--- src/rtl/tickless_deadline_scheduler_unit_assert.svh ---
`ifndef TICKLESS_DEADLINE_SCHEDULER_UNIT_ASSERT_SVH
`define TICKLESS_DEADLINE_SCHEDULER_UNIT_ASSERT_SVH

// same-cycle implication, checked on clk, off during reset
`define TDS_ASSERT_NOW(label, ante, cons) \
    label: assert property (@(posedge clk) disable iff (!rst_n) (ante) |-> (cons)) \
        else $error("tds assertion failed");

// next-cycle implication
`define TDS_ASSERT_NEXT(label, ante, cons) \
    label: assert property (@(posedge clk) disable iff (!rst_n) (ante) |=> (cons)) \
        else $error("tds assertion failed");

`endif

--- src/rtl/tds_pkg.sv ---
package tds_pkg;

    localparam int NUM_SLOTS     = 16;
    localparam int DEADLINE_BITS = 16;
    localparam int SLOT_W        = $clog2(NUM_SLOTS);
    localparam int CNT_W         = $clog2(NUM_SLOTS + 1);
    localparam int CFG_W         = 5;
    localparam int KIND_W        = 2;

    localparam logic ACT_SCHEDULE = 1'b0;
    localparam logic ACT_EXPIRY   = 1'b1;

    localparam logic [KIND_W-1:0] KIND_FIRED   = 2'd0;
    localparam logic [KIND_W-1:0] KIND_RELOAD  = 2'd1;
    localparam logic [KIND_W-1:0] KIND_STOPPED = 2'd2;

    typedef struct packed {
        logic                     en;
        logic [SLOT_W-1:0]        addr;
        logic [DEADLINE_BITS-1:0] deadline;
        logic                     armed;
    } wr_req_t;

    typedef struct packed {
        logic                     fire;
        logic                     wr;
        logic [DEADLINE_BITS-1:0] remain;
        logic [DEADLINE_BITS-1:0] min_val;
        logic                     have;
    } alu_out_t;

endpackage

--- src/rtl/tds_scan_alu.sv ---
module tds_scan_alu (
    input  logic                               armed,
    input  logic [tds_pkg::DEADLINE_BITS-1:0]  deadline,
    input  logic [tds_pkg::DEADLINE_BITS-1:0]  ticks,
    input  logic [tds_pkg::DEADLINE_BITS-1:0]  cur_min,
    input  logic                               have,
    output tds_pkg::alu_out_t                  res
);

    logic [tds_pkg::DEADLINE_BITS:0]   diff;
    logic                              expired;
    logic [tds_pkg::DEADLINE_BITS-1:0] remain;

    // deadline <= ticks when the borrow is set or the difference is zero
    assign diff    = {1'b0, deadline} - {1'b0, ticks};
    assign expired = diff[tds_pkg::DEADLINE_BITS] || (diff[tds_pkg::DEADLINE_BITS-1:0] == '0);
    assign remain  = expired ? '0 : diff[tds_pkg::DEADLINE_BITS-1:0];

    always_comb
    begin
        res.fire    = armed && expired;
        res.wr      = armed;
        res.remain  = remain;
        res.min_val = cur_min;
        res.have    = have;
        if (armed && !expired)
        begin
            res.have = 1'b1;
            if (!have || (remain < cur_min))
            begin
                res.min_val = remain;
            end
        end
    end

endmodule

--- src/rtl/tds_slot_store.sv ---
module tds_slot_store (
    input  logic                               clk,
    input  logic                               rst_n,
    input  tds_pkg::wr_req_t                   wr,
    input  logic                               rd_en,
    input  logic [tds_pkg::SLOT_W-1:0]         rd_addr,
    output logic [tds_pkg::DEADLINE_BITS-1:0]  rd_deadline,
    output logic                               rd_armed
);

    logic [tds_pkg::DEADLINE_BITS-1:0] deadline_mem [tds_pkg::NUM_SLOTS];
    logic [tds_pkg::NUM_SLOTS-1:0]     armed_reg;
    logic [tds_pkg::DEADLINE_BITS-1:0] rd_deadline_reg;
    logic                              rd_armed_reg;

    always_ff @(posedge clk)
    begin
        if (wr.en)
        begin
            deadline_mem[wr.addr] <= wr.deadline;
        end
        if (rd_en)
        begin
            rd_deadline_reg <= deadline_mem[rd_addr];
        end
    end

    always_ff @(posedge clk or negedge rst_n)
    begin
        if (!rst_n)
        begin
            armed_reg    <= '0;
            rd_armed_reg <= 1'b0;
        end
        else
        begin
            if (wr.en)
            begin
                armed_reg[wr.addr] <= wr.armed;
            end
            if (rd_en)
            begin
                rd_armed_reg <= armed_reg[rd_addr];
            end
        end
    end

    assign rd_deadline = rd_deadline_reg;
    assign rd_armed    = rd_armed_reg;

endmodule

--- src/rtl/tickless_deadline_scheduler_unit.sv ---
// channel  | direction | transfer when          | signals
// ---------+-----------+------------------------+---------------------------------------------
// command  | in        | start & !busy          | action slot_index new_deadline arm
//          |           |                        | elapsed_ticks
// result   | out       | result_valid (1 cycle) | result_kind fired_slot reload_value last
// config   | in        | cfg_valid & cfg_ready  | cfg_data (tasks_in_use)
//
// An item scans min(tasks_in_use, 16) slots between start and busy low: a schedule command
// writes its slot at the transfer edge, then one slot per cycle goes through the shared
// compare/subtract unit behind the registered read of the deadline memory, then the final
// result is registered. Fired results appear in the cycle after their slot is evaluated;
// the final result sits on the ports in the cycle busy falls. Reset clears armed bits and
// sets tasks_in_use to 16. The receiver cannot stall; cfg_ready is high while idle.
`include "tickless_deadline_scheduler_unit_assert.svh"

module tickless_deadline_scheduler_unit (
    input  logic                               clk,
    input  logic                               rst_n,
    input  logic                               start,
    output logic                               busy,
    input  logic                               action,
    input  logic [tds_pkg::SLOT_W-1:0]         slot_index,
    input  logic [tds_pkg::DEADLINE_BITS-1:0]  new_deadline,
    input  logic                               arm,
    input  logic [tds_pkg::DEADLINE_BITS-1:0]  elapsed_ticks,
    output logic                               result_valid,
    output logic [tds_pkg::KIND_W-1:0]         result_kind,
    output logic [tds_pkg::SLOT_W-1:0]         fired_slot,
    output logic [tds_pkg::DEADLINE_BITS-1:0]  reload_value,
    output logic                               last,
    input  logic                               cfg_valid,
    output logic                               cfg_ready,
    input  logic [tds_pkg::CFG_W-1:0]          cfg_data
);

    typedef enum logic [1:0] {
        ST_IDLE,
        ST_SCAN,
        ST_FINAL
    } state_t;

    state_t                            state_reg, state_next;
    logic [tds_pkg::CFG_W-1:0]         tasks_reg, tasks_next;
    logic [tds_pkg::CNT_W-1:0]         count_reg, count_next;
    logic [tds_pkg::CNT_W-1:0]         issue_reg, issue_next;
    logic                              eval_valid_reg, eval_valid_next;
    logic [tds_pkg::SLOT_W-1:0]        eval_idx_reg, eval_idx_next;
    logic [tds_pkg::DEADLINE_BITS-1:0] ticks_reg, ticks_next;
    logic [tds_pkg::DEADLINE_BITS-1:0] min_reg, min_next;
    logic                              have_reg, have_next;
    logic                              rv_reg, rv_next;
    logic [tds_pkg::KIND_W-1:0]        kind_reg, kind_next;
    logic [tds_pkg::SLOT_W-1:0]        slot_reg, slot_next;
    logic [tds_pkg::DEADLINE_BITS-1:0] reload_reg, reload_next;
    logic                              last_reg, last_next;

    logic                              accept;
    logic [tds_pkg::CNT_W-1:0]         clamped;
    logic                              rd_en;
    logic [tds_pkg::DEADLINE_BITS-1:0] rd_deadline;
    logic                              rd_armed;
    tds_pkg::wr_req_t                  wr;
    tds_pkg::alu_out_t                 alu;

    assign accept    = start && (state_reg == ST_IDLE);
    assign busy      = (state_reg != ST_IDLE);
    assign cfg_ready = (state_reg == ST_IDLE);

    assign clamped = (tasks_reg > tds_pkg::CFG_W'(tds_pkg::NUM_SLOTS))
                   ? tds_pkg::CNT_W'(tds_pkg::NUM_SLOTS)
                   : tds_pkg::CNT_W'(tasks_reg);

    assign rd_en = (state_reg == ST_SCAN) && (issue_reg < count_reg);

    tds_slot_store u_store (
        .clk         (clk),
        .rst_n       (rst_n),
        .wr          (wr),
        .rd_en       (rd_en),
        .rd_addr     (issue_reg[tds_pkg::SLOT_W-1:0]),
        .rd_deadline (rd_deadline),
        .rd_armed    (rd_armed)
    );

    tds_scan_alu u_alu (
        .armed    (rd_armed),
        .deadline (rd_deadline),
        .ticks    (ticks_reg),
        .cur_min  (min_reg),
        .have     (have_reg),
        .res      (alu)
    );

    always_comb
    begin
        wr.en       = 1'b0;
        wr.addr     = eval_idx_reg;
        wr.deadline = alu.remain;
        wr.armed    = 1'b0;
        if (accept)
        begin
            wr.en       = (action == tds_pkg::ACT_SCHEDULE);
            wr.addr     = slot_index;
            wr.deadline = new_deadline;
            wr.armed    = arm;
        end
        else if ((state_reg == ST_SCAN) && eval_valid_reg && alu.wr)
        begin
            wr.en    = 1'b1;
            wr.armed = !alu.fire;
        end
    end

    always_comb
    begin
        state_next      = state_reg;
        tasks_next      = tasks_reg;
        count_next      = count_reg;
        issue_next      = issue_reg;
        eval_valid_next = 1'b0;
        eval_idx_next   = eval_idx_reg;
        ticks_next      = ticks_reg;
        min_next        = min_reg;
        have_next       = have_reg;
        rv_next         = 1'b0;
        kind_next       = tds_pkg::KIND_FIRED;
        slot_next       = '0;
        reload_next     = '0;
        last_next       = 1'b0;

        if (cfg_valid && cfg_ready)
        begin
            tasks_next = cfg_data;
        end

        unique case (state_reg)
            ST_IDLE:
            begin
                if (start)
                begin
                    ticks_next = elapsed_ticks;
                    count_next = clamped;
                    issue_next = '0;
                    min_next   = '0;
                    have_next  = 1'b0;
                    state_next = (clamped == '0) ? ST_FINAL : ST_SCAN;
                end
            end
            ST_SCAN:
            begin
                if (rd_en)
                begin
                    eval_valid_next = 1'b1;
                    eval_idx_next   = issue_reg[tds_pkg::SLOT_W-1:0];
                    issue_next      = issue_reg + tds_pkg::CNT_W'(1);
                end
                if (eval_valid_reg)
                begin
                    min_next  = alu.min_val;
                    have_next = alu.have;
                    if (alu.fire)
                    begin
                        rv_next   = 1'b1;
                        kind_next = tds_pkg::KIND_FIRED;
                        slot_next = eval_idx_reg;
                    end
                end
                if (issue_reg == count_reg)
                begin
                    state_next = ST_FINAL;
                end
            end
            ST_FINAL:
            begin
                rv_next     = 1'b1;
                last_next   = 1'b1;
                kind_next   = have_reg ? tds_pkg::KIND_RELOAD : tds_pkg::KIND_STOPPED;
                reload_next = have_reg ? min_reg : '0;
                state_next  = ST_IDLE;
            end
            default:
            begin
                state_next = ST_IDLE;
            end
        endcase
    end

    always_ff @(posedge clk or negedge rst_n)
    begin
        if (!rst_n)
        begin
            state_reg      <= ST_IDLE;
            tasks_reg      <= tds_pkg::CFG_W'(tds_pkg::NUM_SLOTS);
            count_reg      <= '0;
            issue_reg      <= '0;
            eval_valid_reg <= 1'b0;
            eval_idx_reg   <= '0;
            ticks_reg      <= '0;
            min_reg        <= '0;
            have_reg       <= 1'b0;
            rv_reg         <= 1'b0;
            kind_reg       <= tds_pkg::KIND_FIRED;
            slot_reg       <= '0;
            reload_reg     <= '0;
            last_reg       <= 1'b0;
        end
        else
        begin
            state_reg      <= state_next;
            tasks_reg      <= tasks_next;
            count_reg      <= count_next;
            issue_reg      <= issue_next;
            eval_valid_reg <= eval_valid_next;
            eval_idx_reg   <= eval_idx_next;
            ticks_reg      <= ticks_next;
            min_reg        <= min_next;
            have_reg       <= have_next;
            rv_reg         <= rv_next;
            kind_reg       <= kind_next;
            slot_reg       <= slot_next;
            reload_reg     <= reload_next;
            last_reg       <= last_next;
        end
    end

    assign result_valid = rv_reg;
    assign result_kind  = kind_reg;
    assign fired_slot   = slot_reg;
    assign reload_value = reload_reg;
    assign last         = last_reg;

    `TDS_ASSERT_NEXT(a_final_emits, state_reg == ST_FINAL, result_valid && last)
    `TDS_ASSERT_NOW(a_last_kind, result_valid && last,
                    result_kind == tds_pkg::KIND_RELOAD || result_kind == tds_pkg::KIND_STOPPED)
    `TDS_ASSERT_NOW(a_fire_kind, result_valid && !last,
                    result_kind == tds_pkg::KIND_FIRED && reload_value == '0)
    `TDS_ASSERT_NEXT(a_accept_busy, start && !busy, busy)
    `TDS_ASSERT_NOW(a_issue_bound, state_reg == ST_SCAN, issue_reg <= count_reg)

endmodule
--- config.mk ---
export PLATFORM = sky130hd
export DESIGN_NAME = tickless_deadline_scheduler_unit
export DESIGN_NICKNAME = d
export VERILOG_FILES = /design/src/rtl/tds_pkg.sv /design/src/rtl/tds_scan_alu.sv /design/src/rtl/tds_slot_store.sv /design/src/rtl/tickless_deadline_scheduler_unit.sv
export VERILOG_INCLUDE_DIRS = /design/src /design/src/rtl
export SDC_FILE = /design/constraint.sdc
export NUM_CORES = 1
export LEC_CHECK = 0
export BUFFER_PORTS_ARGS = -buffer_cell sky130_fd_sc_hd__buf_2
export CAP_MARGIN = 20
export CORE_MARGIN = 3
export CORE_UTILIZATION = 66
export CTS_CLUSTER_DIAMETER = 100
export DETAILED_ROUTE_END_ITERATION = 10
export GPL_TIMING_DRIVEN = 0
export HOLD_SLACK_MARGIN = 0.06
export PLACE_DENSITY = 0.95
export REMOVE_ABC_BUFFERS = 1
export SYNTH_ARGS = -nofsm -noshare
export SYNTH_HDL_FRONTEND = slang
export SYNTH_SLANG_ARGS = --single-unit
export TNS_END_PERCENT = 1
--- constraint.sdc ---
create_clock -name clk -period 14.1 [get_ports clk]
set_input_delay 2.82 -clock clk [delete_from_list [all_inputs] [get_ports clk]]
set_output_delay 2.82 -clock clk [all_outputs]
set_load 0.01 [all_outputs]
### After elaboration in Yosys (flattened, before gate mapping)

Memories as Yosys holds them, arrays and structs flattened. A register that Yosys moved wholly into a read port is not among the register bits.
Index checks and enable logic that the tools add are counted.
W data, S select, Z words.

* register bits after elaboration: 96
* RAM bits: 256
* output and inout bits: 26
* logic and storage cells: 101
* memories kept: 1

Memories
* u_store.deadline_mem: words 16, bits a word 16, read ports 1, clocked after Yosys merged registers in 1, write ports 1, RTL line tds_slot_store.sv:11 `logic [tds_pkg::DEADLINE_BITS-1:0] deadline_mem [tds_pkg::NUM_SLOTS];`

* add/subtract/negate cells: 2
* order comparisons: 6
* eq/ne operators: 9
* mux-type cells: 42
* bitwise logic cells: 1
* reductions and logical operators: 24

Operators with widths (count)
* $mux W16: 6
* $pmux W16 S2: 1
* $mux W20: 1
* $mux W17: 1
* $sub A16 B16 Y17: 1
* $bwmux W16: 1
* $logic_not A16 Y1: 1
* $lt A16 B16 Y1: 1
* $mux W1: 15
* $mux W5: 3
* $mux W4: 3
* $lt A4 B5 Y1 const B: 2
* $mux W2: 5
* $pmux W5 S2: 1
* $logic_and A1 B1 Y1: 8
* $ne A2 B1 Y1 const B: 3
* $ne A2 B2 Y1 const B: 3
* $reduce_and A2 Y1: 3
* $add A5 B1 Y5 const B: 1
* $eq A5 B5 Y1: 1
* $gt A5 B5 Y1 const B: 1
* $logic_not A5 Y1: 1
* $lt A5 B5 Y1: 1
* $reduce_and A5 Y1: 1
* other kinds (14): 19

### Depth between registers and ports, before layout

Gate-level depths: netlist (run 1).

* depth after elaboration: 10
* mapped depth: 24

### By module

From an unflattened synthesis (run 1), not the netlist that was laid out.

* cells, all modules: 1000
* area, all modules: 16273.1 sq um

Modules (own cells, without submodules)
* tds_slot_store: times used 1, cells an instance 437, area each 10974.3 sq um, sequential area each 8593.2 sq um
* tickless_deadline_scheduler_unit: times used 1, cells an instance 316, area each 3545.9 sq um, sequential area each 1978.1 sq um
* tds_scan_alu: times used 1, cells an instance 247, area each 1752.9 sq um, sequential area each 0.0 sq um

### Least setup slack after synthesis (run 1)

Ideal clock, no wire load.

* kind: input to register
* start point: in start
* end point: reg u_store.armed_reg[4] (netlist name)
* arrival: 4.834 ns
* data required time: 13.975 ns
* slack: 9.141 ns
* stages on the path: 7
* cells stage by stage: and2_1 > clkbuf_1 > or3_1 > o31ai_1 > nand2_1 > nor2_1 > mux2_2

* word-level cells in the longest chain between the ends: 7
* elaborated cells between the ends (all ways): 10

RTL lines
* from (decl): RTL line tickless_deadline_scheduler_unit.sv:19 `input logic start,`
* $logic_and A1 B1 Y1 *: RTL line tickless_deadline_scheduler_unit.sv:65 `assign accept = start && (state_reg == ST_IDLE);`
* $mux W20: RTL line tickless_deadline_scheduler_unit.sv:100 `if (accept)`
* $lt A4 B5 Y1 (implied by the code) / $ge A4 B1 Y1 (equally long branches): RTL line tds_slot_store.sv:39 `armed_reg[wr.addr] <= wr.armed;`
* $logic_and A1 B1 Y1 (implied by the code): RTL line tds_slot_store.sv:39
* $mux W1 (implied by the code): RTL line tds_slot_store.sv:39
* $demux W1 S4
* $bwmux W16: RTL line tds_slot_store.sv:39
* to (signal, indexed assignment): RTL line tds_slot_store.sv:39
* to (decl): RTL line tds_slot_store.sv:12 `logic [tds_pkg::NUM_SLOTS-1:0] armed_reg;`

Mark *: on every way between the ends. The rest lies on a longest branch, timed or not.
A chain may end at the register's enable or synchronous reset.

### Worst setup path in the final report (run 1)

* start point: reg u_store.rd_deadline_reg, in the netlist u_store.rd_deadline[0] (read register of u_store.deadline_mem)
* end point: reg min_reg[4] (netlist name)

* word-level cells in the longest chain between the ends: 8
* elaborated cells between the ends (all ways): 15

RTL lines
* from (decl): RTL line tds_slot_store.sv:13 `logic [tds_pkg::DEADLINE_BITS-1:0] rd_deadline_reg;`
* $sub A16 B16 Y17 *: RTL line tds_scan_alu.sv:15 `assign diff = {1'b0, deadline} - {1'b0, ticks};`
* $logic_not A16 Y1: RTL line tds_scan_alu.sv:16 `assign expired = diff[tds_pkg::DEADLINE_BITS] || (diff[tds_pkg::DEADLINE_BITS-1:0] == '0);`
* $logic_or A1 B1 Y1: RTL line tds_scan_alu.sv:16
* $mux W16: RTL line tds_scan_alu.sv:17 `assign remain = expired ? '0 : diff[tds_pkg::DEADLINE_BITS-1:0];`
* $lt A16 B16 Y1 / $mux W16 (equally long branches): RTL line tds_scan_alu.sv:29 `if (!have || (remain < cur_min))`
* $logic_or A1 B1 Y1 / $mux W17 (equally long branches): RTL line tds_scan_alu.sv:29, tds_scan_alu.sv:26
* $ne A2 B1 Y1 (no line) / $mux W16 (equally long branches)
* $reduce_and A5 Y1 (no line) / $pmux W16 S2 (equally long branches)
* to (signal assigned): RTL line tickless_deadline_scheduler_unit.sv:216 `min_reg <= min_next;`
* to (decl): RTL line tickless_deadline_scheduler_unit.sv:49 `logic [tds_pkg::DEADLINE_BITS-1:0] min_reg, min_next;`

Mark *: on every way between the ends. The rest lies on a longest branch, timed or not. The select of a mux whose other input is x is not followed.

==> reports/metrics.cfg, run 1 <==
[run_status]
status = finished clean

[synth]
yosysSeqAreaShare_pct = 65.6
avgSynthCellArea_sq_um = 15.5
syn_area_sq_um = 16100
ys_async_sr_fraction_pct = 26.1
yosys.area.top_type = edfxtp_1
synth_most_common_cell = edfxtp_1
ys_ff_latch = 368
synth_enable_flop_cells = 272
synthTopCellsByArea = edfxtp_1, dfrtp_1, mux4_2
yosysUniqueCellTypes = 69
yosysTopAreaCellShare_pct = 50.7
ys_warn_count = 0
syn-instance-count = 1038
ys_top_cells_by_count = edfxtp_1, dfrtp_1, nand2_1
synthFlopType = edfxtp_1

[timing]
hold-worst-slack_ns = 0.498
fin_tns_setup_ns = 0
post-route-period-util_pct = 46.3
finalClockSkew_ns = 0.0224
fin_crit_ns = 6.52
rsz0062_at_grt = false
relSlewSlack_pct = 22.1
fmax_ghz = 0.153
drv_slew = 0
hold_viol_final = 0
tightest_slew_ns = 1.17
setup_violations = 0

[hold_path]
hold_path_class = flop to flop
min_from = count_reg[0]$_DFFE_PN0P_

[critical_path]
rr_startpoint = u_store.rd_deadline[0]$_DFFE_PP_
path_class = flop to flop
required_ns = 14.45
startpoint_type = flop
worstPathArrival_ns = 6.87
path_max_fanout = 20
crit_path_end_kind = flop
startpoint = u_store.rd_deadline[0]$_DFFE_PP_

[clock_network]
cts.clk_slew.worst_paths_ns = 0.07
hold_buffers = 0
cts_resized = 0
cts.sinks = 368
post_cts_buffers = 0
clockBufferDepth = 3
cts_tree = yes
root_buffer = clkbuf_16
htree_num_levels = 2
cts-buffers-inserted = 36
clock_latency_ns = 0.52

[placed_design]
globalplace.congestion = 0.917
io_buffers = 72
dp_hpwl_microns = 26500
dp_cells = 1408

[floorplanning]
start_util_pct = 67.9
die_h_microns = 162
die_w_microns = 162
rows = 56
ios = 73
die_area_sq_um = 26300
coreArea_sq_um = 23800

[route]
drcViolationCount = 0
viasPerCell = 6.93
ant_nets = 0
drtIter0Drc = 1302
wire_per_inst_microns = 28.5
vias = 10200
dr.pass1.iters = 5
wirelength_microns = 42000

[layout]
diodes = 0
nFillCells = 1212
regMostFlops = u_store.deadline_mem
largest_reg_flops = 256
layout.cells.non_filler = 1475
nets = 1216
final_util_pct = 77.1
synthToLayoutAreaGrowth_pct = 13.6
drive_above_1_share_pct = 25.5

[global_route]
grt_pass1_vias = 10400
grt_max_degree = 58
grt_overflow = 0
track_usage_pct = 32.7
grt_pass1_wl_microns = 63300
antenna_found_initial = 0

[job]
drv_cap = 0

[pwr]
total_power_mw = 4.30
p_leak_nw = 6.81
powerDensity_nw_per_um2 = 235
ir_drop_uv = 248

-- layer usage --
metal	track usage (%)	wire length, microns
met5	0	0
met4	17.1	2700
met3	7.65	4420
met2	53.8	20800
met1	40.9	14000
-- cell families (layout without fill, tap and decap cells) --
group | Yosys count | after routing | share of synthesized area, %
flip-flops | 368 | 368 | 65.6
XOR/XNOR | 7 | 7 | 0.427
AO/OA/AOI/OAI | 156 | 156 | 6.45
AND/OR/NAND/NOR | 255 | 255 | 7.89
multiplexers | 115 | 115 | 14.2
buffers and inverters | 97 | 215 | 2.32
adder cells (fa/ha/maj) | 40 | 40 | 3.15
-- area by class of cell --
class / instances / area, sq um / area share, %
Multi-Input combinational cell: 573 / 5230 / 28.5
Timing Repair Buffer: 100 / 838 / 4.58
Clock buffer: 50 / 995 / 5.43
Sequential cell: 368 / 10600 / 57.8
Clock inverter: 15 / 85.1 / 0.465
Inverter: 50 / 188 / 1.02
Tap cell: 319 / 399 / 2.18
-- final timing paths --
check	to	slack, ns	depth (start not counted)
hold / removal	count_reg[0]$_DFFE_PN0P_	0.50	2
max in group asynchronous	issue_reg[0]$_DFFE_PN0P_	11.11	2
min in group asynchronous	tasks_reg[2]$_DFFE_PN0P_	2.34	1
hold reg to reg	count_reg[0]$_DFFE_PN0P_	0.50	2
setup reg to reg	min_reg[4]$_DFFE_PN0P_	7.58	22
setup / recovery	min_reg[4]$_DFFE_PN0P_	7.58	22
-- cell usage in the layout, fill, tap and decap left out, types with 24 or more instances in the layout --
cell       count
ha_1          39
nand2_1       89
buf_2         71
dfrtp_1       92
mux4_2        85
clkbuf_16     37
and3_1        24
inv_1         50
nor2_1        29
o21ai_0       48
edfxtp_1     272
-- critical path, cell delays in order, from the launching register on --
cell	delay, ns
edfxtp_1	0.38
inv_1	0.07
ha_1	0.21
inv_1	0.10
fa_1	0.43
a21o_1	0.27
a221oi_4	0.52
nor2_1	0.13
a311oi_1	0.60
o21ai_1	0.22
nor4b_4	0.36
a21oi_2	0.34
and2_1	0.38
ha_1	0.32
a21oi_1	0.13
nor2b_1	0.06
o21ai_0	0.26
nand2b_1	0.13
o21ai_0	0.24
a31o_2	0.14
o21ai_0	0.12
nor2_1	0.71
o21ai_0	0.24
-- through the flow --
stage | setup slack [ns] | cell area, sq um
floorplan | 8.57 | 15900
global placement | 6.78 | 16700
detailed placement | 7.96 | 17200
CTS | 7.82 | 18300
global route | 7.32 | 18300
finish | 7.58 | 18300
-- where the power goes --
part | internal (mW) | switching [mW]
sequential | 1.54 | 0.0894
combinational | 0.610 | 1.17
clock | 0.496 | 0.395
total | 2.65 | 1.65
(Power assumes the default switching activity.)
==> inputs of run 2 (changes only) <==
--- a/config.mk
+++ b/config.mk
@@ -9,12 +9,12 @@
 export BUFFER_PORTS_ARGS = -buffer_cell sky130_fd_sc_hd__buf_2
 export CAP_MARGIN = 20
 export CORE_MARGIN = 3
-export CORE_UTILIZATION = 66
+export CORE_UTILIZATION = 61
 export CTS_CLUSTER_DIAMETER = 100
 export DETAILED_ROUTE_END_ITERATION = 10
 export GPL_TIMING_DRIVEN = 0
 export HOLD_SLACK_MARGIN = 0.06
-export PLACE_DENSITY = 0.95
+export PLACE_DENSITY = 0.9
 export REMOVE_ABC_BUFFERS = 1
 export SYNTH_ARGS = -nofsm -noshare
 export SYNTH_HDL_FRONTEND = slang
==> constraint.sdc (replaced) <==
create_clock -name clk -period 6.1 [get_ports clk]
set_input_delay 1.22 -clock clk [delete_from_list [all_inputs] [get_ports clk]]
set_output_delay 1.22 -clock clk [all_outputs]
set_load 0.01 [all_outputs]
==> run 2 against run 1 <==
Effect of this change:
- fmax up 13%
- first-iteration DRC count down 0.46%
- clock power rose to 2.6 times the previous value
- die area is 7.9% higher
==> reports/metrics.cfg, run 2 (same netlist as run 1, synthesis figures left out) <==
[layout]
layout_common_cells = edfxtp_1, dfrtp_1, nand2_1, mux4_2, buf_2
diodes = 0
layout.cells.non_filler = 1487
regMostFlops = u_store.deadline_mem
drive_above_1_share_pct = 26.3
nets = 1217
final_common_cell = edfxtp_1
synthToLayoutAreaGrowth_pct = 14.8
largest_reg_flops = 256

[critical_path]
path_max_fanout = 20
path_class = flop to flop
worstPathArrival_ns = 6.13
startpoint_type = flop
required_ns = 6.48
crit_path_end_kind = flop

[route]
wirelength_microns = 39400
ant_nets = 0
wire_per_inst_microns = 26.5
viasPerCell = 6.68
dr.pass1.iters = 5
drtIter0Drc = 1296
dr.max_layer_used = met4
wl_met2_microns = 19500
wl_met1_microns = 14500
drcViolationCount = 0
vias = 9932
met3_length_microns = 3790

[global_route]
grt_max_degree = 68
antenna_found_initial = 0
grt_pass1_wl_microns = 60100
grt_overflow = 0
grt_pass1_vias = 10000
track_usage_pct = 28.1

[clock_network]
cts-buffers-inserted = 37
cts.clk_slew.worst_paths_ns = 0.06
htree_num_levels = 2
cts.sinks = 368
cts_tree = yes
post_cts_buffers = 0
hold_buffers = 0
clockBufferDepth = 3
root_buffer = clkbuf_16
clock_latency_ns = 0.54

[timing]
setup_violations = 0
drv_slew = 0
fin_ws_ns = 0.349
fmax_ghz = 0.174
fin_crit_ns = 5.75
finalClockSkew_ns = 0.0222
rsz0062_at_grt = false
tightest_slew_ns = 1.10
relSlewSlack_pct = 25.9
hold-worst-slack_ns = 0.497
hold_viol_final = 0
post-route-period-util_pct = 94.3

[pwr]
ir_drop_uv = 369
combinationalPowerShare_pct = 39.9
power_frac_clock_pct = 23.3
p_seq_share_pct = 36.8
switching_share_pct = 37.0
total_power_mw = 10.1
powerDensity_nw_per_um2 = 547
power.switching_mw = 3.74
p_leak_nw = 6.89
intPower_mw = 6.38

[floorplanning]
coreArea_sq_um = 25500
die_area_sq_um = 28400
die_h_microns = 169
ios = 73
rows = 58
die_w_microns = 169
start_util_pct = 63.1

[placed_design]
dp_hpwl_microns = 25500
globalplace.congestion = 0.901
pre_cts_ws_ns = -0.0222
dp_cells = 1420
io_buffers = 72

[hold_path]
hold_path_class = flop to flop

[run_status]
status = finished clean

[job]
drv_cap = 0

[run 2: cell count changes in the layout (fill, tap and decap cells not counted), moves of 3 or more]
cell,delta
buf_8,+3
clkbuf_1,-4
clkinv_4,+3
bufinv_16,+5
clkinv_1,-3
buf_6,-3
[run 2: metrics by stage]
stage	utilization [%]	TNS, ns	cell area, sq um
after CTS	72.3	0	18500
after global routing	72.5	0	18500
after global placement	65.4	0	16700
final	72.5	0	18500
after floorplan	-	0	15900
after detailed placement	67.3	-0.0337	17200
[run 2: final cells by class]
type	instances	area, sq um
clock buffer	46	1000
fill	1476	7030
inverter	50	188
sequential	368	10600
multi-input combinational	573	5250
clock inverter	20	260
timing repair buffer	100	825
tap	330	413
[run 2: worst paths after layout]
check / cells past startpoint / from / slack, ns / endpoint
max: 21 / u_store.rd_deadline[0]$_DFFE_PP_ / 0.35 / min_reg[4]$_DFFE_PN0P_
min: 2 / count_reg[0]$_DFFE_PN0P_ / 0.50 / count_reg[0]$_DFFE_PN0P_
max reg2reg: 21 / u_store.rd_deadline[0]$_DFFE_PP_ / 0.35 / min_reg[4]$_DFFE_PN0P_
min reg2reg: 2 / count_reg[0]$_DFFE_PN0P_ / 0.50 / count_reg[0]$_DFFE_PN0P_
max in group asynchronous: 2 / rst_n / 4.75 / issue_reg[0]$_DFFE_PN0P_
min in group asynchronous: 1 / rst_n / 0.67 / u_store.armed_reg[15]$_DFFE_PN0P_
[run 2: what timing repair did]
item	4_1_cts	5_1_grt
cloned	0	0
resized for setup	2	4
setup endpoints to repair	16	16
[run 2: routing by layer]
layer	vias up	GRT usage (%)
met5	-	0
met2	634	45.8
li1	4197	-
met1	4982	38.4
met4	0	11.6
met3	119	4.97
[run 2: power groups by stage]
stage                     combinational, mW  clock, mW  sequential, mW
after floorplan                        2.62          0            3.79
after CTS                              3.89       2.38            3.71
after global routing                   4.39       2.48            3.74
final                                  4.04       2.36            3.72
after global placement                 3.44          0            3.88
after detailed placement               3.82          0            3.76
[run 2: worst max-delay path, cell delays in order (launching register included)]
cell,delay [ns]
edfxtp_1,0.36
inv_1,0.07
ha_1,0.19
inv_1,0.07
fa_1,0.40
a21o_1,0.24
a221oi_4,0.46
nor2_1,0.16
a311oi_2,0.50
o21ai_1,0.20
nor4b_4,0.37
a21oi_4,0.24
and2_1,0.31
ha_1,0.33
nor2b_1,0.14
o21ai_0,0.26
a21oi_1,0.11
a21oi_1,0.23
a31o_2,0.18
o21ai_0,0.20
nor2_4,0.37
o21ai_0,0.17
==> inputs of run 3 (changes only) <==
--- a/config.mk
+++ b/config.mk
@@ -15,7 +15,6 @@
 export GPL_TIMING_DRIVEN = 0
 export HOLD_SLACK_MARGIN = 0.06
 export PLACE_DENSITY = 0.9
-export REMOVE_ABC_BUFFERS = 1
 export SYNTH_ARGS = -nofsm -noshare
 export SYNTH_HDL_FRONTEND = slang
 export SYNTH_SLANG_ARGS = --single-unit
==> run 3 against run 2 <==
Effect of this change:
- critical path depth rose by 3
- cell count rose by 3.2%
- via count increased by 5.3%
- flip-flop and latch count unchanged
- global-route usage increased by 2.9 points
- critical endpoint is now min_reg[13]$_DFFE_PN0P_
- largest power group unchanged
==> reports/metrics.cfg, run 3 (same netlist as run 1, synthesis figures left out) <==
[clock_network]
root_buffer = clkbuf_16
cts-buffers-inserted = 38
clock_latency_ns = 0.54
cts_tree = yes
clockBufferDepth = 3
post_cts_buffers = 0
cts.clk_slew.worst_paths_ns = 0.06
hold_buffers = 0
htree_num_levels = 2
cts_resized = 0
cts.sinks = 368

[timing]
fmax_ghz = 0.175
tightest_slew_ns = 1.05
finalClockSkew_ns = 0.0219
drv_slew = 0
fin_tns_setup_ns = 0
rsz0062_at_grt = false
fin_crit_ns = 5.72
hold-worst-slack_ns = 0.504
post-route-period-util_pct = 93.8
hold_viol_final = 0
setup_violations = 0
relSlewSlack_pct = 30.2

[critical_path]
crit_buf_inv = 4
crit_family = compound AO/OA/AOI/OAI gates
path_max_fanout = 10
required_ns = 6.55
worstPathArrival_ns = 6.17
path_cells = inv_1, ha_1, inv_1, fa_1, a21o_1, a221oi_4, nor2_1, a311oi_2, o21ai_1, nor4b_4, a21oi_2, buf_2, and2_1, ha_1, a21oi_1, nor2b_1, o21ai_0, nand2b_1, a31oi_1, o21ai_0, nor2_1, clkbuf_2, a41oi_1, o21ai_1
startpoint_type = flop
crit_path_end_kind = flop
max_stage_delay_ns = 0.49
path_class = flop to flop
critPathSlowestCell = a221oi_4

[route]
wirelength_microns = 44800
wire_per_inst_microns = 29.2
vias = 10500
ant_nets = 0
drtIter0Drc = 1488
viasPerCell = 6.82
drcViolationCount = 0
dr.pass1.iters = 5

[placed_design]
globalplace.congestion = 0.931
dp_hpwl_microns = 28900
io_buffers = 72
dp_cells = 1459

[global_route]
grt_max_degree = 67
grt_pass1_vias = 10500
grt_pass1_wl_microns = 65200
track_usage_pct = 31.0
grt_overflow = 0
antenna_found_initial = 0

[layout]
largest_reg_flops = 256
diodes = 0
regMostFlops = u_store.deadline_mem
synthToLayoutAreaGrowth_pct = 15.1
layout.cells.non_filler = 1534
drive_above_1_share_pct = 25.0
layout_common_cells = edfxtp_1, dfrtp_1, nand2_1, mux4_2, buf_2
final_common_cell = edfxtp_1
nets = 1263

[run_status]
status = finished clean

[pwr]
ir_drop_uv = 343
powerDensity_nw_per_um2 = 554
p_leak_nw = 6.92

[floorplanning]
rows = 58
die_h_microns = 169
coreArea_sq_um = 25500
die_area_sq_um = 28400
ios = 73
start_util_pct = 63.1
die_w_microns = 169

[synth]
syn_nets = 1125

[job]
drv_cap = 0

[hold_path]
hold_path_class = flop to flop

## run 3: changes by cell type in the layout (fill, tap and decap cells not counted), sizes merged
| cell | delta |
|---|---|
| clkbuf | +36 |
| clkinv | +3 |
| buf | +11 |
| clkinvlp | -1 |
| bufinv | -2 |
## run 3: area by class of cell
class / count / area, sq um
Buffer: 47 / 189
Clock buffer: 48 / 1050
Sequential cell: 368 / 10600
Clock inverter: 20 / 188
Inverter: 50 / 188
Timing Repair Buffer: 98 / 729
Tap cell: 330 / 413
Fill cell: 1495 / 6980
Multi-Input combinational cell: 573 / 5230
## run 3: worst paths after layout
path / startpoint / end / slack [ns] / depth (start not counted)
worst max-delay path: u_store.rd_deadline[0]$_DFFE_PP_ / min_reg[13]$_DFFE_PN0P_ / 0.38 / 24
worst max register to register: u_store.rd_deadline[0]$_DFFE_PP_ / min_reg[13]$_DFFE_PN0P_ / 0.38 / 24
max in group asynchronous: rst_n / ticks_reg[2]$_DFFE_PN0P_ / 4.79 / 2
min in group asynchronous: rst_n / u_store.armed_reg[2]$_DFFE_PN0P_ / 0.63 / 1
worst min register to register: count_reg[0]$_DFFE_PN0P_ / count_reg[0]$_DFFE_PN0P_ / 0.50 / 2
worst min-delay path: count_reg[0]$_DFFE_PN0P_ / count_reg[0]$_DFFE_PN0P_ / 0.50 / 2
## run 3: worst register-to-register path: cells and delay by family, from the launching register on
| family | cells | cell delay [ns] |
|---|---|---|
| buffers and inverters | 4 | 0.72 |
| and+or+nand+nor | 6 | 1.31 |
| DFF | 1 | 0.37 |
| adders and majority gates | 3 | 0.89 |
| AOI/OAI and AO/OA | 11 | 2.35 |
## run 3: per-layer routing
metal	part of all wire (%)	routed length, microns	track usage (%)	vias up
met4	4.9	2180	13.7	0
met1	35	15800	39.6	5196
met5	0	0	0	-
met2	50	22300	52.6	798
li1	-	-	-	4299
met3	10	4480	5.98	168
## run 3: report_power, final
part           internal, mW  leakage [nW]  switching, mW
clock                  1.35         0.609          0.991
combinational          1.41          2.54           2.83
sequential             3.57          3.77          0.144
total                  6.33          6.92           3.96
## run 3: per-stage QoR
stage	instance area, sq um	setup slack (ns)	util [%]	total power, mW
floorplan	16100	1.31	-	6.43
global placement	16900	0.223	66.1	7.49
detailed placement	17200	0.224	67.5	7.74
CTS	18500	0.203	72.3	10.1
global route	18600	0.0585	72.7	10.7
finish	18600	0.380	72.7	10.3
